===== config.mk =====
export PLATFORM = sky130hd
export DESIGN_NAME = fan_tach_health_monitor
export DESIGN_NICKNAME = d
export VERILOG_FILES = /design/src/rtl/fth_pkg.sv /design/src/rtl/fan_tach_health_monitor.sv
export SDC_FILE = /design/constraint.sdc
export NUM_CORES = 1
export LEC_CHECK = 0
export BUFFER_PORTS_ARGS = -buffer_cell sky130_fd_sc_hd__buf_4
export CAP_MARGIN = 5
export CORE_MARGIN = 1.5
export CORE_UTILIZATION = 62
export DETAILED_ROUTE_END_ITERATION = 10
export PLACE_DENSITY = 0.78
export SLEW_MARGIN = 20
export SYNTH_ARGS = -nofsm -noshare
export SYNTH_HDL_FRONTEND = slang
export SYNTH_SLANG_ARGS = --single-unit

===== constraint.sdc =====
create_clock -name clk -period 7 [get_ports clk]
set_clock_uncertainty 0.05 [all_clocks]
set_input_delay 0.7 -clock clk [delete_from_list [all_inputs] [get_ports clk]]
set_output_delay 0.7 -clock clk [all_outputs]
set_load 0.03 [all_outputs]

===== src/rtl/fth_pkg.sv =====
// Types, codes and the tach reciprocal table for the fan tach health monitor.
package fth_pkg;

    // request kinds; code 3 is unused and changes nothing
    localparam logic [1:0] REQ_SET_POWER = 2'd0;
    localparam logic [1:0] REQ_APPLY     = 2'd1;
    localparam logic [1:0] REQ_TACH      = 2'd2;

    // configuration register indexes
    localparam logic [1:0] CFG_RANGE_DOUBLE_MASK = 2'd0;
    localparam logic [1:0] CFG_SPINUP_IGNORE_MS  = 2'd1;
    localparam logic [1:0] CFG_AGING_FACTOR      = 2'd2;
    localparam logic [1:0] CFG_MIN_SPIN_POWER    = 2'd3;

    localparam int CFG_DATA_W = 16;

    // reset values of the configuration registers
    localparam logic [3:0]  RST_RANGE_DOUBLE_MASK = 4'd15;
    localparam logic [15:0] RST_SPINUP_IGNORE_MS  = 16'd2000;
    localparam logic [3:0]  RST_AGING_FACTOR      = 4'd4;
    localparam logic [7:0]  RST_MIN_SPIN_POWER    = 8'd48;

    typedef struct packed {
        logic [1:0]  req_type;
        logic [1:0]  fan_index;
        logic [7:0]  power_value;
        logic [7:0]  tach_high;
        logic [31:0] time_ms;
    } fth_in_t;

    typedef struct packed {
        logic [15:0] fan_rpm;
        logic        stall_alert;
        logic        aging_alert;
        logic [7:0]  target_power;
        logic [7:0]  applied_power;
    } fth_out_t;

    // 61440 / high byte; last entry covers 0xff, which reads as zero rpm
    localparam logic [15:0] RPM_RECIP [256] = '{
        16'd0, 16'd61440, 16'd30720, 16'd20480, 16'd15360, 16'd12288, 16'd10240, 16'd8777,
        16'd7680, 16'd6827, 16'd6144, 16'd5585, 16'd5120, 16'd4726, 16'd4389, 16'd4096,
        16'd3840, 16'd3614, 16'd3413, 16'd3234, 16'd3072, 16'd2926, 16'd2793, 16'd2671,
        16'd2560, 16'd2458, 16'd2363, 16'd2276, 16'd2194, 16'd2119, 16'd2048, 16'd1982,
        16'd1920, 16'd1862, 16'd1807, 16'd1755, 16'd1707, 16'd1661, 16'd1617, 16'd1575,
        16'd1536, 16'd1499, 16'd1463, 16'd1429, 16'd1396, 16'd1365, 16'd1336, 16'd1307,
        16'd1280, 16'd1254, 16'd1229, 16'd1205, 16'd1182, 16'd1159, 16'd1138, 16'd1117,
        16'd1097, 16'd1078, 16'd1059, 16'd1041, 16'd1024, 16'd1007, 16'd991, 16'd975,
        16'd960, 16'd945, 16'd931, 16'd917, 16'd904, 16'd890, 16'd878, 16'd865,
        16'd853, 16'd842, 16'd830, 16'd819, 16'd808, 16'd798, 16'd788, 16'd778,
        16'd768, 16'd759, 16'd749, 16'd740, 16'd731, 16'd723, 16'd714, 16'd706,
        16'd698, 16'd690, 16'd683, 16'd675, 16'd668, 16'd661, 16'd654, 16'd647,
        16'd640, 16'd633, 16'd627, 16'd621, 16'd614, 16'd608, 16'd602, 16'd597,
        16'd591, 16'd585, 16'd580, 16'd574, 16'd569, 16'd564, 16'd559, 16'd554,
        16'd549, 16'd544, 16'd539, 16'd534, 16'd530, 16'd525, 16'd521, 16'd516,
        16'd512, 16'd508, 16'd504, 16'd500, 16'd495, 16'd492, 16'd488, 16'd484,
        16'd480, 16'd476, 16'd473, 16'd469, 16'd465, 16'd462, 16'd459, 16'd455,
        16'd452, 16'd448, 16'd445, 16'd442, 16'd439, 16'd436, 16'd433, 16'd430,
        16'd427, 16'd424, 16'd421, 16'd418, 16'd415, 16'd412, 16'd410, 16'd407,
        16'd404, 16'd402, 16'd399, 16'd396, 16'd394, 16'd391, 16'd389, 16'd386,
        16'd384, 16'd382, 16'd379, 16'd377, 16'd375, 16'd372, 16'd370, 16'd368,
        16'd366, 16'd364, 16'd361, 16'd359, 16'd357, 16'd355, 16'd353, 16'd351,
        16'd349, 16'd347, 16'd345, 16'd343, 16'd341, 16'd339, 16'd338, 16'd336,
        16'd334, 16'd332, 16'd330, 16'd329, 16'd327, 16'd325, 16'd323, 16'd322,
        16'd320, 16'd318, 16'd317, 16'd315, 16'd313, 16'd312, 16'd310, 16'd309,
        16'd307, 16'd306, 16'd304, 16'd303, 16'd301, 16'd300, 16'd298, 16'd297,
        16'd295, 16'd294, 16'd293, 16'd291, 16'd290, 16'd288, 16'd287, 16'd286,
        16'd284, 16'd283, 16'd282, 16'd281, 16'd279, 16'd278, 16'd277, 16'd276,
        16'd274, 16'd273, 16'd272, 16'd271, 16'd269, 16'd268, 16'd267, 16'd266,
        16'd265, 16'd264, 16'd263, 16'd261, 16'd260, 16'd259, 16'd258, 16'd257,
        16'd256, 16'd255, 16'd254, 16'd253, 16'd252, 16'd251, 16'd250, 16'd249,
        16'd248, 16'd247, 16'd246, 16'd245, 16'd244, 16'd243, 16'd242, 16'd0
    };

endpackage


===== src/rtl/fan_tach_health_monitor.sv =====
// Fan tach health monitor: per-fan drive setpoints, tach to RPM, stall and aging alerts.
//
// Usage: each input item addresses one fan and is a set-power, apply or tach sample
// request; every item returns exactly one result item with the fan's stored rpm,
// alert flags, target and applied power after the request took effect. Throughput
// is one item per clock while out_stall is low: all per-fan state sits in
// flip-flops and each item is a single read-modify-write pass (table lookup,
// 12-bit product, 32-bit elapsed-time compare) between the input register and
// the result register. An accepted item waits in the input register and moves
// into the result register, and so onto out_valid, once that register is free.
// While out_stall holds a result, one more item fits in the input register;
// after that in_stall follows out_stall. Fan indexes at or above NUM_FANS wrap
// around. Configuration is written through cfg_write/cfg_index/cfg_data; the user
// must do so only while idle, as the block does not enforce it.
module fan_tach_health_monitor #(
    parameter int NUM_FANS = 4
) (
    input  logic                           clk,
    input  logic                           rst_n,
    // input item channel
    input  logic                           in_valid,
    output logic                           in_stall,
    input  fth_pkg::fth_in_t               in_item,
    // result item channel
    output logic                           out_valid,
    input  logic                           out_stall,
    output fth_pkg::fth_out_t              out_item,
    // configuration write port
    input  logic                           cfg_write,
    input  logic [1:0]                     cfg_index,
    input  logic [fth_pkg::CFG_DATA_W-1:0] cfg_data
);

    localparam int FAN_W = (NUM_FANS > 1) ? $clog2(NUM_FANS) : 1;

    // configuration registers
    logic [3:0]  range_double_mask_reg;
    logic [15:0] spinup_ignore_ms_reg;
    logic [3:0]  aging_factor_reg;
    logic [7:0]  min_spin_power_reg;

    // two-stage pipe: input register, then result register
    logic              in_valid_reg;
    fth_pkg::fth_in_t  in_item_reg;
    logic              out_valid_reg;
    fth_pkg::fth_out_t out_item_reg;
    fth_pkg::fth_out_t out_item_next;
    logic              advance;
    logic              update_en;

    // per-fan state
    logic [7:0]  target_store_reg  [NUM_FANS];
    logic [7:0]  applied_store_reg [NUM_FANS];
    logic [31:0] power_on_time_reg [NUM_FANS];
    logic [15:0] rpm_store_reg     [NUM_FANS];
    logic        stall_flags_reg   [NUM_FANS];
    logic        aging_flags_reg   [NUM_FANS];

    logic [7:0]  target_next;
    logic [7:0]  applied_next;
    logic [31:0] power_on_time_next;
    logic [15:0] rpm_next;
    logic        stall_next;
    logic        aging_next;

    // addressed fan and its current state
    logic [4:0]       fan_ext;
    logic [FAN_W-1:0] fan_sel;
    logic [7:0]       cur_target;
    logic [7:0]       cur_applied;
    logic [31:0]      cur_pon;

    // tach sample datapath
    logic [15:0] recip;
    logic [16:0] scaled;
    logic [15:0] tach_rpm;
    logic [31:0] elapsed;
    logic        grace_done;
    logic [11:0] aging_limit;
    logic [7:0]  clamped_power;

    // result register frees when empty or taken this cycle
    assign advance   = !out_valid_reg || !out_stall;
    assign update_en = in_valid_reg && advance;
    assign in_stall  = in_valid_reg && !advance;
    assign out_valid = out_valid_reg;
    assign out_item  = out_item_reg;

    always_ff @(posedge clk or negedge rst_n)
    begin
        if (!rst_n)
        begin
            range_double_mask_reg <= fth_pkg::RST_RANGE_DOUBLE_MASK;
            spinup_ignore_ms_reg  <= fth_pkg::RST_SPINUP_IGNORE_MS;
            aging_factor_reg      <= fth_pkg::RST_AGING_FACTOR;
            min_spin_power_reg    <= fth_pkg::RST_MIN_SPIN_POWER;
        end
        else if (cfg_write)
        begin
            unique case (cfg_index)
                fth_pkg::CFG_RANGE_DOUBLE_MASK: range_double_mask_reg <= cfg_data[3:0];
                fth_pkg::CFG_SPINUP_IGNORE_MS:  spinup_ignore_ms_reg  <= cfg_data[15:0];
                fth_pkg::CFG_AGING_FACTOR:      aging_factor_reg      <= cfg_data[3:0];
                fth_pkg::CFG_MIN_SPIN_POWER:    min_spin_power_reg    <= cfg_data[7:0];
            endcase
        end
    end

    // pipeline valids
    always_ff @(posedge clk or negedge rst_n)
    begin
        if (!rst_n)
        begin
            in_valid_reg  <= 1'b0;
            out_valid_reg <= 1'b0;
        end
        else
        begin
            if (!in_stall)
            begin
                in_valid_reg <= in_valid;
            end
            if (advance)
            begin
                out_valid_reg <= in_valid_reg;
            end
        end
    end

    // payload registers, no reset
    always_ff @(posedge clk)
    begin
        if (in_valid && !in_stall)
        begin
            in_item_reg <= in_item;
        end
        if (update_en)
        begin
            out_item_reg <= out_item_next;
        end
    end

    // index wraps modulo NUM_FANS; a 2-bit index is below twice any legal count
    assign fan_ext = (5'(in_item_reg.fan_index) >= 5'(NUM_FANS))
                   ? 5'(in_item_reg.fan_index) - 5'(NUM_FANS)
                   : 5'(in_item_reg.fan_index);
    assign fan_sel = fan_ext[FAN_W-1:0];

    assign cur_target  = target_store_reg[fan_sel];
    assign cur_applied = applied_store_reg[fan_sel];
    assign cur_pon     = power_on_time_reg[fan_sel];

    // rpm: reciprocal, optional doubling, saturate to 16 bits
    assign recip    = fth_pkg::RPM_RECIP[in_item_reg.tach_high];
    assign scaled   = range_double_mask_reg[fan_ext[1:0]] ? {recip, 1'b0} : {1'b0, recip};
    assign tach_rpm = scaled[16] ? 16'hffff : scaled[15:0];

    // wrapping elapsed time since power-on
    assign elapsed     = in_item_reg.time_ms - cur_pon;
    assign grace_done  = elapsed >= {16'd0, spinup_ignore_ms_reg};
    assign aging_limit = 12'(aging_factor_reg) * 12'(cur_applied);

    // small nonzero requests get lifted to the minimum spin level
    assign clamped_power = (in_item_reg.power_value != 8'd0
                            && in_item_reg.power_value < min_spin_power_reg)
                         ? min_spin_power_reg : in_item_reg.power_value;

    always_comb
    begin
        target_next        = cur_target;
        applied_next       = cur_applied;
        power_on_time_next = cur_pon;
        rpm_next           = rpm_store_reg[fan_sel];
        stall_next         = stall_flags_reg[fan_sel];
        aging_next         = aging_flags_reg[fan_sel];
        unique case (in_item_reg.req_type)
            fth_pkg::REQ_SET_POWER:
            begin
                target_next = clamped_power;
            end
            fth_pkg::REQ_APPLY:
            begin
                // record power-on only on a zero to nonzero transition
                if (cur_applied == 8'd0 && cur_target != 8'd0)
                begin
                    power_on_time_next = in_item_reg.time_ms;
                end
                applied_next = cur_target;
            end
            fth_pkg::REQ_TACH:
            begin
                rpm_next   = tach_rpm;
                stall_next = 1'b0;
                aging_next = 1'b0;
                if (cur_applied != 8'd0 && grace_done)
                begin
                    if (tach_rpm == 16'd0)
                    begin
                        stall_next = 1'b1;
                    end
                    else if ({4'd0, aging_limit} > tach_rpm)
                    begin
                        aging_next = 1'b1;
                    end
                end
            end
            default:
            begin
                // unused request code: status only
            end
        endcase

        out_item_next.fan_rpm       = rpm_next;
        out_item_next.stall_alert   = stall_next;
        out_item_next.aging_alert   = aging_next;
        out_item_next.target_power  = target_next;
        out_item_next.applied_power = applied_next;
    end

    // per-fan state write-back
    always_ff @(posedge clk or negedge rst_n)
    begin
        if (!rst_n)
        begin
            for (int i = 0; i < NUM_FANS; i++)
            begin
                target_store_reg[i]  <= 8'd0;
                applied_store_reg[i] <= 8'd0;
                power_on_time_reg[i] <= 32'd0;
                rpm_store_reg[i]     <= 16'd0;
                stall_flags_reg[i]   <= 1'b0;
                aging_flags_reg[i]   <= 1'b0;
            end
        end
        else if (update_en)
        begin
            target_store_reg[fan_sel]  <= target_next;
            applied_store_reg[fan_sel] <= applied_next;
            power_on_time_reg[fan_sel] <= power_on_time_next;
            rpm_store_reg[fan_sel]     <= rpm_next;
            stall_flags_reg[fan_sel]   <= stall_next;
            aging_flags_reg[fan_sel]   <= aging_next;
        end
    end

endmodule


; After elaboration in Yosys (flattened, before gate mapping)
; Memories as Yosys holds them, arrays and structs flattened.
; Cells that the tools add are included.
[word_totals]
register_bits = 384
latch_bits = 0
ram_bits = 0
mem_bits_ro = 4096
word_cells = 131
inputBits = 75
mem_count = 1
[memory_table]
columns = memory, depth, word_bits, read_ports, rd_clocked_by_memory_dff, write_ports, line
row1 = (no name shown), 256, 16, 1, 0, 0, fan_tach_health_monitor.sv:154  ; assign recip = fth_pkg::RPM_RECIP[in_item_reg.tach_high];
[classes]
muxes = 51
n_reduce_logical = 23
n_shift = 0
magnitude_cmp = 7
add_sub_neg = 1
bitwise = 2
mul = 1
n_eq_ne = 5
div_mod_pow = 0
[op_table]
columns = op, n
row1 = $mux W32, 5
row2 = $bwmux W128, 1
row3 = $mux W16, 7
row4 = $bmux W32 S2, 1
row5 = $bwmux W32, 2
row6 = $bwmux W64, 1
row7 = $demux W32 S2, 1
row8 = $mux W8, 8
row9 = $bmux W16 S2, 1
row10 = $bmux W8 S2, 2
row11 = $demux W16 S2, 1
row12 = $ge A32 B16 Y1, 1
row13 = $sub A32 B32 Y32, 1
row14 = $reduce_bool A8 Y1, 3
row15 = $mux W17, 1
row16 = $demux W8 S2, 1
row17 = $gt A12 B16 Y1, 1
row18 = $logic_not A16 Y1, 1
row19 = $mux W1, 13
row20 = $mul A4 B8 Y12, 1
row21 = $ge A9 B9 Y1 const B, 1
row22 = $not A8 Y9, 1
row23 = $bwmux W4, 2
row24 = $logic_not A8 Y1, 1
row25 = 14 further kinds, 32

; Logic depth before layout (Yosys ltp)
; Gate-level depths: netlist (run 1).
[logic_depth]
word_depth = 12
mapped_depth = 25
depth_no_buf = 23

; Worst setup path before layout (run 1)
; Ideal clock, no wire load.
[synth_timing]
path_type = register to register
startpoint = reg in_item_reg (netlist bit fan_sel[0])
endpoint = reg out_item_reg (netlist bit out_item[17]), data pin
synth_period_minus_slack_ps = 5735
path_slack_ps = 1265
stages_incl_launch_ff = 25
path_buffers = 4
required_ps = 6679
arrival_time_ps = 5414
cell_sequence = edfxtp_1 -> buf_4 -> buf_1 -> buf_1 -> mux4_2 -> inv_1 -> ha_1 -> buf_6 -> a211oi_2 -> o211ai_1 -> and2_1 -> o21ai_0 -> nand2b_1 -> a21oi_1 -> xnor2_1 -> ha_1 -> a21o_1 -> a21o_1 -> a21oi_1 -> o211a_1 -> o2111ai_1 -> a2111oi_0 -> nand3_1 -> nor4_4 -> o31ai_1
[synth_via]
elab_chain_len = 9
[synth_lines]
columns = item, line
row1 = start: declaration, fan_tach_health_monitor.sv:44  ; fth_pkg::fth_in_t in_item_reg;
row2 = start signal: assignment, fan_tach_health_monitor.sv:135  ; in_item_reg <= in_item;
row3 = $not A2 Y3 (implied by the code), "fan_tach_health_monitor.sv:150, fan_tach_health_monitor.sv:151, fan_tach_health_monitor.sv:174"
row4 = $bmux W32 S2, fan_tach_health_monitor.sv:151  ; assign cur_pon = power_on_time_reg[fan_sel];
row5 = $mux W32 (implied by the code) (2 in series), fan_tach_health_monitor.sv:151
row6 = $sub A32 B32 Y32, fan_tach_health_monitor.sv:159  ; assign elapsed = in_item_reg.time_ms - cur_pon;
row7 = $ge A32 B16 Y1, fan_tach_health_monitor.sv:160  ; assign grace_done = elapsed >= {16'd0, spinup_ignore_ms_reg};
row8 = $logic_and A1 B1 Y1, fan_tach_health_monitor.sv:195  ; if (cur_applied != 8'd0 && grace_done)
row9 = $mux W1, fan_tach_health_monitor.sv:195
row10 = $mux W1 (*), fan_tach_health_monitor.sv:176  ; unique case (in_item_reg.req_type)
row11 = via stall_next, fan_tach_health_monitor.sv:63  ; logic stall_next;
row12 = end signal: assignment, fan_tach_health_monitor.sv:139  ; out_item_reg <= out_item_next;
row13 = end: declaration, fan_tach_health_monitor.sv:46  ; fth_pkg::fth_out_t out_item_reg;
; Mark *: on every way through the listed nets, which the timed path passes. The rest lies on a longest branch. The select of a mux whose other input is x is not followed.
; A chain may end at the register's enable or synchronous reset.

; Worst setup path in the final report (run 1)
[layout_timing]
startpoint = reg in_item_reg (netlist bit fan_sel[1])
endpoint = reg out_item_reg (netlist bit out_item[17]), data pin
; Same word-level chain as after synthesis.

==> metrics.txt, run 1 <==
# TYPE chip_impl_metric gauge
chip_impl_metric{name="die_width",unit="µm"} 198
chip_impl_metric{name="met2_resource_use_gr",unit=""} 0.545
chip_impl_metric{name="asyncSetResetFlopFracSynth",unit=""} 0.776
chip_impl_metric{name="globalRouteTotalUtil",unit=""} 0.339
chip_impl_metric{name="cts-hold-fix-buffers",unit=""} 0
chip_impl_metric{name="final.fill_count",unit=""} 2750
chip_impl_metric{name="routed_length_per_placed_instance",unit="µm"} 22.9
chip_impl_metric{name="top_level_ports",unit=""} 111
chip_impl_metric{name="place.gp.congestion",unit=""} 1.00
chip_impl_metric{name="met3_resource_use_gr",unit=""} 0.0455
chip_impl_metric{name="dp_hpwl",unit="µm"} 43100
chip_impl_metric{name="viasPerCell",unit=""} 6.57
chip_impl_metric{name="min_period_over_period",unit=""} 0.867
chip_impl_info{name="tritoncts",value="built"} 1
chip_impl_info{name="status",value="finished clean"} 1
chip_impl_metric{name="netlist_instances",unit=""} 2256
chip_impl_metric{name="antenna_violating_nets_post_route",unit=""} 0
chip_impl_metric{name="drc",unit=""} 0
chip_impl_info{name="synthDominantAreaCellType",value="dfrtp_1"} 1
chip_impl_metric{name="final_stage_net_count",unit=""} 2486
chip_impl_metric{name="fin_crit",unit="ns"} 6.07
chip_impl_metric{name="global_route.overflow_total",unit=""} 0
chip_impl_metric{name="largest_register_ff_count",unit=""} 128
chip_impl_metric{name="combinationalPowerShare",unit=""} 0.405
chip_impl_metric{name="floorplan.initialDensity",unit=""} 0.627
chip_impl_metric{name="endpoint_arrival_time_on_the_critical_path",unit="ns"} 6.34
chip_impl_metric{name="netlist_area",unit="µm²"} 23500
chip_impl_metric{name="floorplan.die_area",unit="µm²"} 39100
chip_impl_metric{name="number_of_drc_violations_after_detailed_routing_iteration_0",unit=""} 1621
chip_impl_info{name="worstSetupEndpointType",value="flip-flop"} 1
chip_impl_metric{name="row_count",unit=""} 71
chip_impl_metric{name="setup_tns",unit="ns"} 0
chip_impl_metric{name="synth_seq_area_share",unit=""} 0.428
chip_impl_metric{name="grt_antenna_before_repair",unit=""} 0
chip_impl_metric{name="totalWireLength",unit="µm"} 65300
chip_impl_info{name="post_synth_most_frequent_cells",value="nand2_1, dfrtp_1, o21ai_1"} 1
chip_impl_metric{name="grt_pass1_vias",unit=""} 18500
chip_impl_metric{name="report.final.slew_viol_count",unit=""} 0
chip_impl_info{name="min_path_type",value="in2async"} 1
chip_impl_metric{name="cts-resized-gates",unit=""} 0
chip_impl_metric{name="postSynthRegisterBits",unit=""} 384
chip_impl_metric{name="tritoncts.num_buffers",unit=""} 42
chip_impl_metric{name="flip_flop_and_latch_area",unit="µm²"} 10100
chip_impl_metric{name="grt_pass1_wl",unit="µm"} 103000
chip_impl_metric{name="skew_pair_late_insertion_delay",unit="ns"} 0.59
chip_impl_metric{name="worst_hold_slack",unit="ns"} 0.0276
chip_impl_metric{name="peakVddDrop",unit="µV"} 266
chip_impl_info{name="postSynth.topFlopCell",value="dfrtp_1"} 1
chip_impl_info{name="clock-root-buffer",value="clkbuf_16"} 1
chip_impl_metric{name="cts.path.max_buffers",unit=""} 3
chip_impl_info{name="startpoint_type",value="flip-flop"} 1
chip_impl_metric{name="yosys_warnings",unit=""} 0
chip_impl_info{name="most_frequent_cell_after_synthesis",value="nand2_1"} 1
chip_impl_metric{name="postCtsSetupBuffers",unit=""} 0
chip_impl_metric{name="firstDrtPassIters",unit=""} 5
chip_impl_metric{name="pwr-share-seq",unit=""} 0.355
chip_impl_metric{name="syn-num-nets",unit=""} 2439
chip_impl_metric{name="cts_htree_levels",unit=""} 2
chip_impl_metric{name="switchingPower",unit="µW"} 3600
chip_impl_metric{name="yosysTopAreaCellShare",unit=""} 0.303
chip_impl_metric{name="crit_path_max_fanout",unit=""} 14
chip_impl_metric{name="groute.layer.met1.usage",unit=""} 0.475
chip_impl_metric{name="total_number_of_vias",unit=""} 18700
chip_impl_metric{name="report.power.total",unit="µW"} 9710
chip_impl_metric{name="grt_max_degree",unit=""} 141
chip_impl_metric{name="area_growth",unit="%"} 11.0
chip_impl_info{name="peak_usage_layer_in_the_global_routing_report",value="met2"} 1
chip_impl_info{name="criticalPathCategory",value="reg2reg"} 1
chip_impl_metric{name="maxClockFrequency",unit="MHz"} 165
chip_impl_metric{name="relSlewSlack",unit=""} 0.250
chip_impl_metric{name="placeable_core_region",unit="µm²"} 37500
chip_impl_metric{name="p_leak",unit="µW"} 0.0111
chip_impl_metric{name="yosys.cell_types.count",unit=""} 107
chip_impl_metric{name="multi_input_area",unit="µm²"} 12300
chip_impl_metric{name="layout-drive-gt1-share",unit=""} 0.202
chip_impl_metric{name="antenna_cells_inserted",unit=""} 0
chip_impl_metric{name="chipHeight",unit="µm"} 198
chip_impl_info{name="rsz0062_at_grt",value="no"} 1
chip_impl_metric{name="synth_edf_count",unit=""} 86
chip_impl_metric{name="clock_network_fraction_of_total_power",unit=""} 0.240
chip_impl_info{name="synth.area.top_cells",value="dfrtp_1, edfxtp_1, mux4_2"} 1
chip_impl_metric{name="clkSlewWorstSetupHoldPaths",unit="ns"} 0.07
chip_impl_metric{name="max_cap_viol_count",unit=""} 0
chip_impl_metric{name="worst-endpoint-required",unit="ns"} 7.27
chip_impl_metric{name="power.density",unit="nW/µm²"} 372
chip_impl_metric{name="dp_cells",unit=""} 2769
chip_impl_metric{name="finalNonFillerCells",unit=""} 2848
chip_impl_metric{name="clkSinkCount",unit=""} 384
chip_impl_metric{name="buffer_ports.inserted",unit=""} 110
chip_impl_metric{name="finalHoldViolations",unit=""} 0
chip_impl_metric{name="netSwitchingFraction",unit=""} 0.371
chip_impl_metric{name="avg_inst_size_synth",unit="µm²"} 10.4
chip_impl_metric{name="intPower",unit="µW"} 6110
chip_impl_metric{name="worst_pin_slew",unit="ns"} 1.10
chip_impl_metric{name="final-setup-viol-count",unit=""} 0
==> area by class of cell <==
class / count / share of cell area
Tap cell: 511 / 0.0245
Clock inverter: 18 / 0.00887
Sequential cell: 384 / 0.385
Timing Repair Buffer: 159 / 0.0482
Multi-Input combinational cell: 1611 / 0.470
Inverter: 105 / 0.0152
Clock buffer: 60 / 0.0476
==> worst max-delay path, stage by stage (launching register included) <==
cell and delay [ns]:
edfxtp_1 0.91, buf_4 0.36, mux4_2 0.34, inv_1 0.11
ha_1 0.23, nor2b_1 0.14, o2111ai_1 0.33, nand2_1 0.14
a21o_1 0.19, a21o_1 0.20, a21oi_1 0.15, o21bai_1 0.08
xor2_1 0.14, ha_1 0.29, a21o_1 0.16, a21o_1 0.17
a21oi_1 0.15, o2111ai_1 0.15, a2111oi_0 0.44, nand3_1 0.19
nor4_4 0.70, o31ai_1 0.14
==> logic make-up (layout without fill, tap and decap cells) <==
family	Yosys count	count (layout)	synth area share
xor+xnor	33	33	0.0123
compound gates	610	610	0.169
simple gates	638	638	0.129
fa+ha+maj	109	109	0.0621
buf+inv	261	342	0.0517
mux	221	221	0.147
flops	384	384	0.428
==> stage by stage <==
| stage | area, µm² | setup slack [ns] | utilization |
|---|---|---|---|
| floorplan | 23500 | 1.26 | - |
| global placement | 24600 | 1.14 | 0.656 |
| detailed placement | 24600 | 1.01 | 0.656 |
| CTS | 26100 | 0.960 | 0.695 |
| global route | 26100 | 0.676 | 0.696 |
| finish | 26100 | 0.931 | 0.696 |
==> per-layer routing <==
layer  wire length (µm)  up-vias
met5                  0        -
met3               4760      135
met2              30800      876
met4               2090        0
met1              27700     9311
li1                   -     8380
==> worst paths after layout <==
| path | from | to | slack, ns | cells after the start |
|---|---|---|---|---|
| worst max-delay path | fan_sel[1] | out_item[17] | 0.93 | 21 |
| worst max register to register | fan_sel[1] | out_item[17] | 0.93 | 21 |
| worst min register to register | rpm_store_reg[61] | rpm_store_reg[61] | 0.43 | 2 |
| min in group clk | in_item[51] | in_item_reg[51] | 0.23 | 1 |
| max in group asynchronous | rst_n | power_on_time_reg[70] | 5.66 | 2 |
| worst min-delay path | rst_n | out_valid | 0.03 | 1 |
==> cell usage in the layout, fill, tap and decap left out, types with 68 or more instances in the layout <==
cell type / n
ha_1: 95
a21oi_1: 80
o21ai_0: 128
o21ai_1: 133
inv_1: 102
mux4_2: 68
buf_4: 154
nand2_1: 307
nor2_1: 99
mux2_2: 99
dfrtp_1: 285
edfxtp_1: 86
==> power groups by stage <==
stage	Clock, µW	Sequential (µW)	Combinational [µW]
floorplan	0	3400	2900
global placement	0	3410	3700
detailed placement	0	3460	3830
CTS	2350	3430	3890
global route	2430	3520	4320
finish	2330	3450	3930
No activity file was read; power rests on OpenSTA's default activity.
==> run 2, diff against run 1 <==
--- a/config.mk
+++ b/config.mk
@@ -11,6 +11,8 @@
 export CORE_UTILIZATION = 62
 export DETAILED_ROUTE_END_ITERATION = 10
 export PLACE_DENSITY = 0.78
+export RECOVER_POWER = 100
+export SKIP_CTS_REPAIR_TIMING = 1
 export SLEW_MARGIN = 20
 export SYNTH_ARGS = -nofsm -noshare
 export SYNTH_HDL_FRONTEND = slang
==> run 2 against run 1 <==
Net effect:
- sequential power about the same
- largest cell class unchanged
- wire length down 0.16%
- final area down 2.0%
- die area unchanged
- final cell count unchanged
- clock power about the same
- via count down 0.49%
- the run now ends with max-capacitance violations, max-slew violations left
- global-route usage unchanged
==> metrics.txt, run 2 (synthesis gave the netlist of run 1 again) <==
# TYPE chip_impl_metric gauge
chip_impl_metric{name="chipHeight",unit="µm"} 198
chip_impl_info{name="min_path_type",value="in2reg"} 1
chip_impl_metric{name="clkSlewWorstSetupHoldPaths",unit="ns"} 0.07
chip_impl_metric{name="clkSinkCount",unit=""} 384
chip_impl_metric{name="setup_tns",unit="ns"} 0
chip_impl_metric{name="cts.path.max_buffers",unit=""} 3
chip_impl_metric{name="skew_pair_late_insertion_delay",unit="ns"} 0.59
chip_impl_metric{name="row_count",unit=""} 71
chip_impl_metric{name="p_leak",unit="µW"} 0.0110
chip_impl_info{name="worstSetupEndpointType",value="flip-flop"} 1
chip_impl_info{name="layout_commonest_cell",value="nand2_1"} 1
chip_impl_metric{name="endpoint_arrival_time_on_the_critical_path",unit="ns"} 6.57
chip_impl_metric{name="grt_pass1_vias",unit=""} 18500
chip_impl_metric{name="min_period_over_period",unit=""} 0.901
chip_impl_metric{name="total_number_of_vias",unit=""} 18600
chip_impl_info{name="layout.cells.most_common_list",value="nand2_1, dfrtp_1, o21ai_0"} 1
chip_impl_metric{name="drc",unit=""} 0
chip_impl_metric{name="grt_pass1_wl",unit="µm"} 103000
chip_impl_info{name="criticalPathCategory",value="reg2reg"} 1
chip_impl_metric{name="largest_register_ff_count",unit=""} 128
chip_impl_metric{name="antenna_cells_inserted",unit=""} 0
chip_impl_metric{name="number_of_drc_violations_after_detailed_routing_iteration_0",unit=""} 1590
chip_impl_metric{name="dp_hpwl",unit="µm"} 43100
chip_impl_metric{name="floorplan.initialDensity",unit=""} 0.627
chip_impl_metric{name="tritoncts.num_buffers",unit=""} 42
chip_impl_metric{name="finalHoldViolations",unit=""} 0
chip_impl_metric{name="final_stage_net_count",unit=""} 2486
chip_impl_info{name="critical_path.top_delay_family",value="compound AO/OA/AOI/OAI gates"} 1
chip_impl_metric{name="area_growth",unit="%"} 8.75
chip_impl_metric{name="placed_area",unit="µm²"} 24600
chip_impl_info{name="clock-root-buffer",value="clkbuf_16"} 1
chip_impl_metric{name="placeable_core_region",unit="µm²"} 37500
chip_impl_metric{name="relSlewSlack",unit=""} -2.09
chip_impl_metric{name="maxClockFrequency",unit="MHz"} 158
chip_impl_metric{name="grt_max_degree",unit=""} 141
chip_impl_metric{name="final-setup-viol-count",unit=""} 0
chip_impl_metric{name="crit_path_max_fanout",unit=""} 14
chip_impl_metric{name="peakVddDrop",unit="µV"} 260
chip_impl_metric{name="firstDrtPassIters",unit=""} 5
chip_impl_metric{name="report.final.slew_viol_count",unit=""} 375
chip_impl_metric{name="cts_htree_levels",unit=""} 2
chip_impl_metric{name="max_cap_viol_count",unit=""} 7
chip_impl_metric{name="antenna_violating_nets_post_route",unit=""} 0
chip_impl_info{name="tritoncts",value="built"} 1
chip_impl_metric{name="worst_pin_slew",unit="ns"} 4.64
chip_impl_metric{name="floorplan.die_area",unit="µm²"} 39100
chip_impl_info{name="crit_path_cell_trace",value="buf_4 -> mux4_2 -> inv_1 -> ha_1 -> nor2b_1 -> o2111ai_1 -> nand2_1 -> a21o_1 -> a21o_1 -> a21oi_1 -> o21bai_1 -> xor2_1 -> ha_1 -> a21o_1 -> a21o_1 -> a21oi_1 -> o2111ai_1 -> a2111oi_0 -> nand3_1 -> nor4_2 -> o21ai_0"} 1
chip_impl_metric{name="path_buf_inv",unit=""} 2
chip_impl_metric{name="totalWireLength",unit="µm"} 65200
chip_impl_metric{name="layout-drive-gt1-share",unit=""} 0.161
chip_impl_info{name="cpMaxStageDelayCell",value="nor4_2"} 1
chip_impl_info{name="rsz0062_at_grt",value="no"} 1
chip_impl_metric{name="viasPerCell",unit=""} 6.53
chip_impl_info{name="violations_in_the_final_reports",value="max-capacitance violations, max-slew violations"} 1
chip_impl_metric{name="fin_crit",unit="ns"} 6.31
chip_impl_info{name="critPathMostFrequentCell",value="a21o_1"} 1
chip_impl_metric{name="critPathMaxStageDelay",unit="ns"} 0.95
chip_impl_metric{name="place.gp.congestion",unit=""} 1.00
chip_impl_metric{name="buffer_ports.inserted",unit=""} 110
chip_impl_metric{name="top_level_ports",unit=""} 111
chip_impl_metric{name="grt_antenna_before_repair",unit=""} 0
chip_impl_metric{name="global_route.overflow_total",unit=""} 0
chip_impl_metric{name="worst-endpoint-required",unit="ns"} 7.26
chip_impl_metric{name="routed_length_per_placed_instance",unit="µm"} 22.9
chip_impl_metric{name="die_width",unit="µm"} 198
chip_impl_info{name="startpoint_type",value="flip-flop"} 1
chip_impl_metric{name="globalRouteTotalUtil",unit=""} 0.339
chip_impl_info{name="status",value="finished, violations left"} 1
chip_impl_metric{name="finish.instance_area",unit="µm²"} 25600
chip_impl_metric{name="worst_hold_slack",unit="ns"} 0.253
chip_impl_metric{name="power.density",unit="nW/µm²"} 369
==> run 2: final cells by class <==
type	count	area, µm²
Clock inverter	18	231
Sequential cell	384	10100
Clock buffer	60	1240
Multi-Input combinational cell	1611	12000
Inverter	105	397
Tap cell	511	639
Fill cell	2854	11900
Timing Repair Buffer	159	1050
==> run 2: worst reg2reg max path: stages, from the launching register on <==
cell and delay [ns]:
edfxtp_1 0.91, buf_4 0.37, mux4_2 0.34, inv_1 0.11
ha_1 0.23, nor2b_1 0.15, o2111ai_1 0.33, nand2_1 0.14
a21o_1 0.19, a21o_1 0.20, a21oi_1 0.15, o21bai_1 0.09
xor2_1 0.14, ha_1 0.29, a21o_1 0.16, a21o_1 0.17
a21oi_1 0.15, o2111ai_1 0.15, a2111oi_0 0.44, nand3_1 0.15
nor4_2 0.95, o21ai_0 0.16
==> run 2: stage by stage <==
| stage | instances | total power (µW) | util | setup WS, ns |
|---|---|---|---|---|
| final | 2848 | 9440 | 0.682 | 0.691 |
| after global routing | 2848 | 10000 | 0.682 | 0.375 |
| after CTS | 2847 | 9680 | 0.695 | 0.960 |
| after detailed placement | 2769 | 7290 | 0.656 | 1.01 |
| after global placement | 2769 | 7110 | 0.656 | 1.14 |
| after floorplan | 2256 | 6300 | - | 1.26 |
==> run 2: worst paths after layout <==
check	startpoint	end	slack, ns	depth (start not counted)
min	in_item[51]	in_item_reg[51]	0.25	1
min reg2reg	power_on_time_reg[29]	power_on_time_reg[29]	0.43	2
max in group asynchronous	rst_n	applied_store_reg[28]	2.33	3
max	fan_sel[1]	out_item[16]	0.69	21
max reg2reg	fan_sel[1]	out_item[16]	0.69	21
min in group asynchronous	rst_n	out_valid	1.71	1
==> run 2: power by group <==
part / leakage (µW) / switching, µW / internal [µW] / total (µW)
Combinational: 0.00554 / 2130 / 1540 / 3670
Clock: 0.000713 / 960 / 1360 / 2320
Sequential: 0.00472 / 402 / 3040 / 3450
==> run 2: routing by layer <==
metal  vias up  global-route usage  share of wire
met2       806               0.545           0.47
met3       147              0.0455          0.066
met5         -                   0              0
li1       8353                   -              -
met4         0               0.123          0.035
met1      9304               0.475           0.43
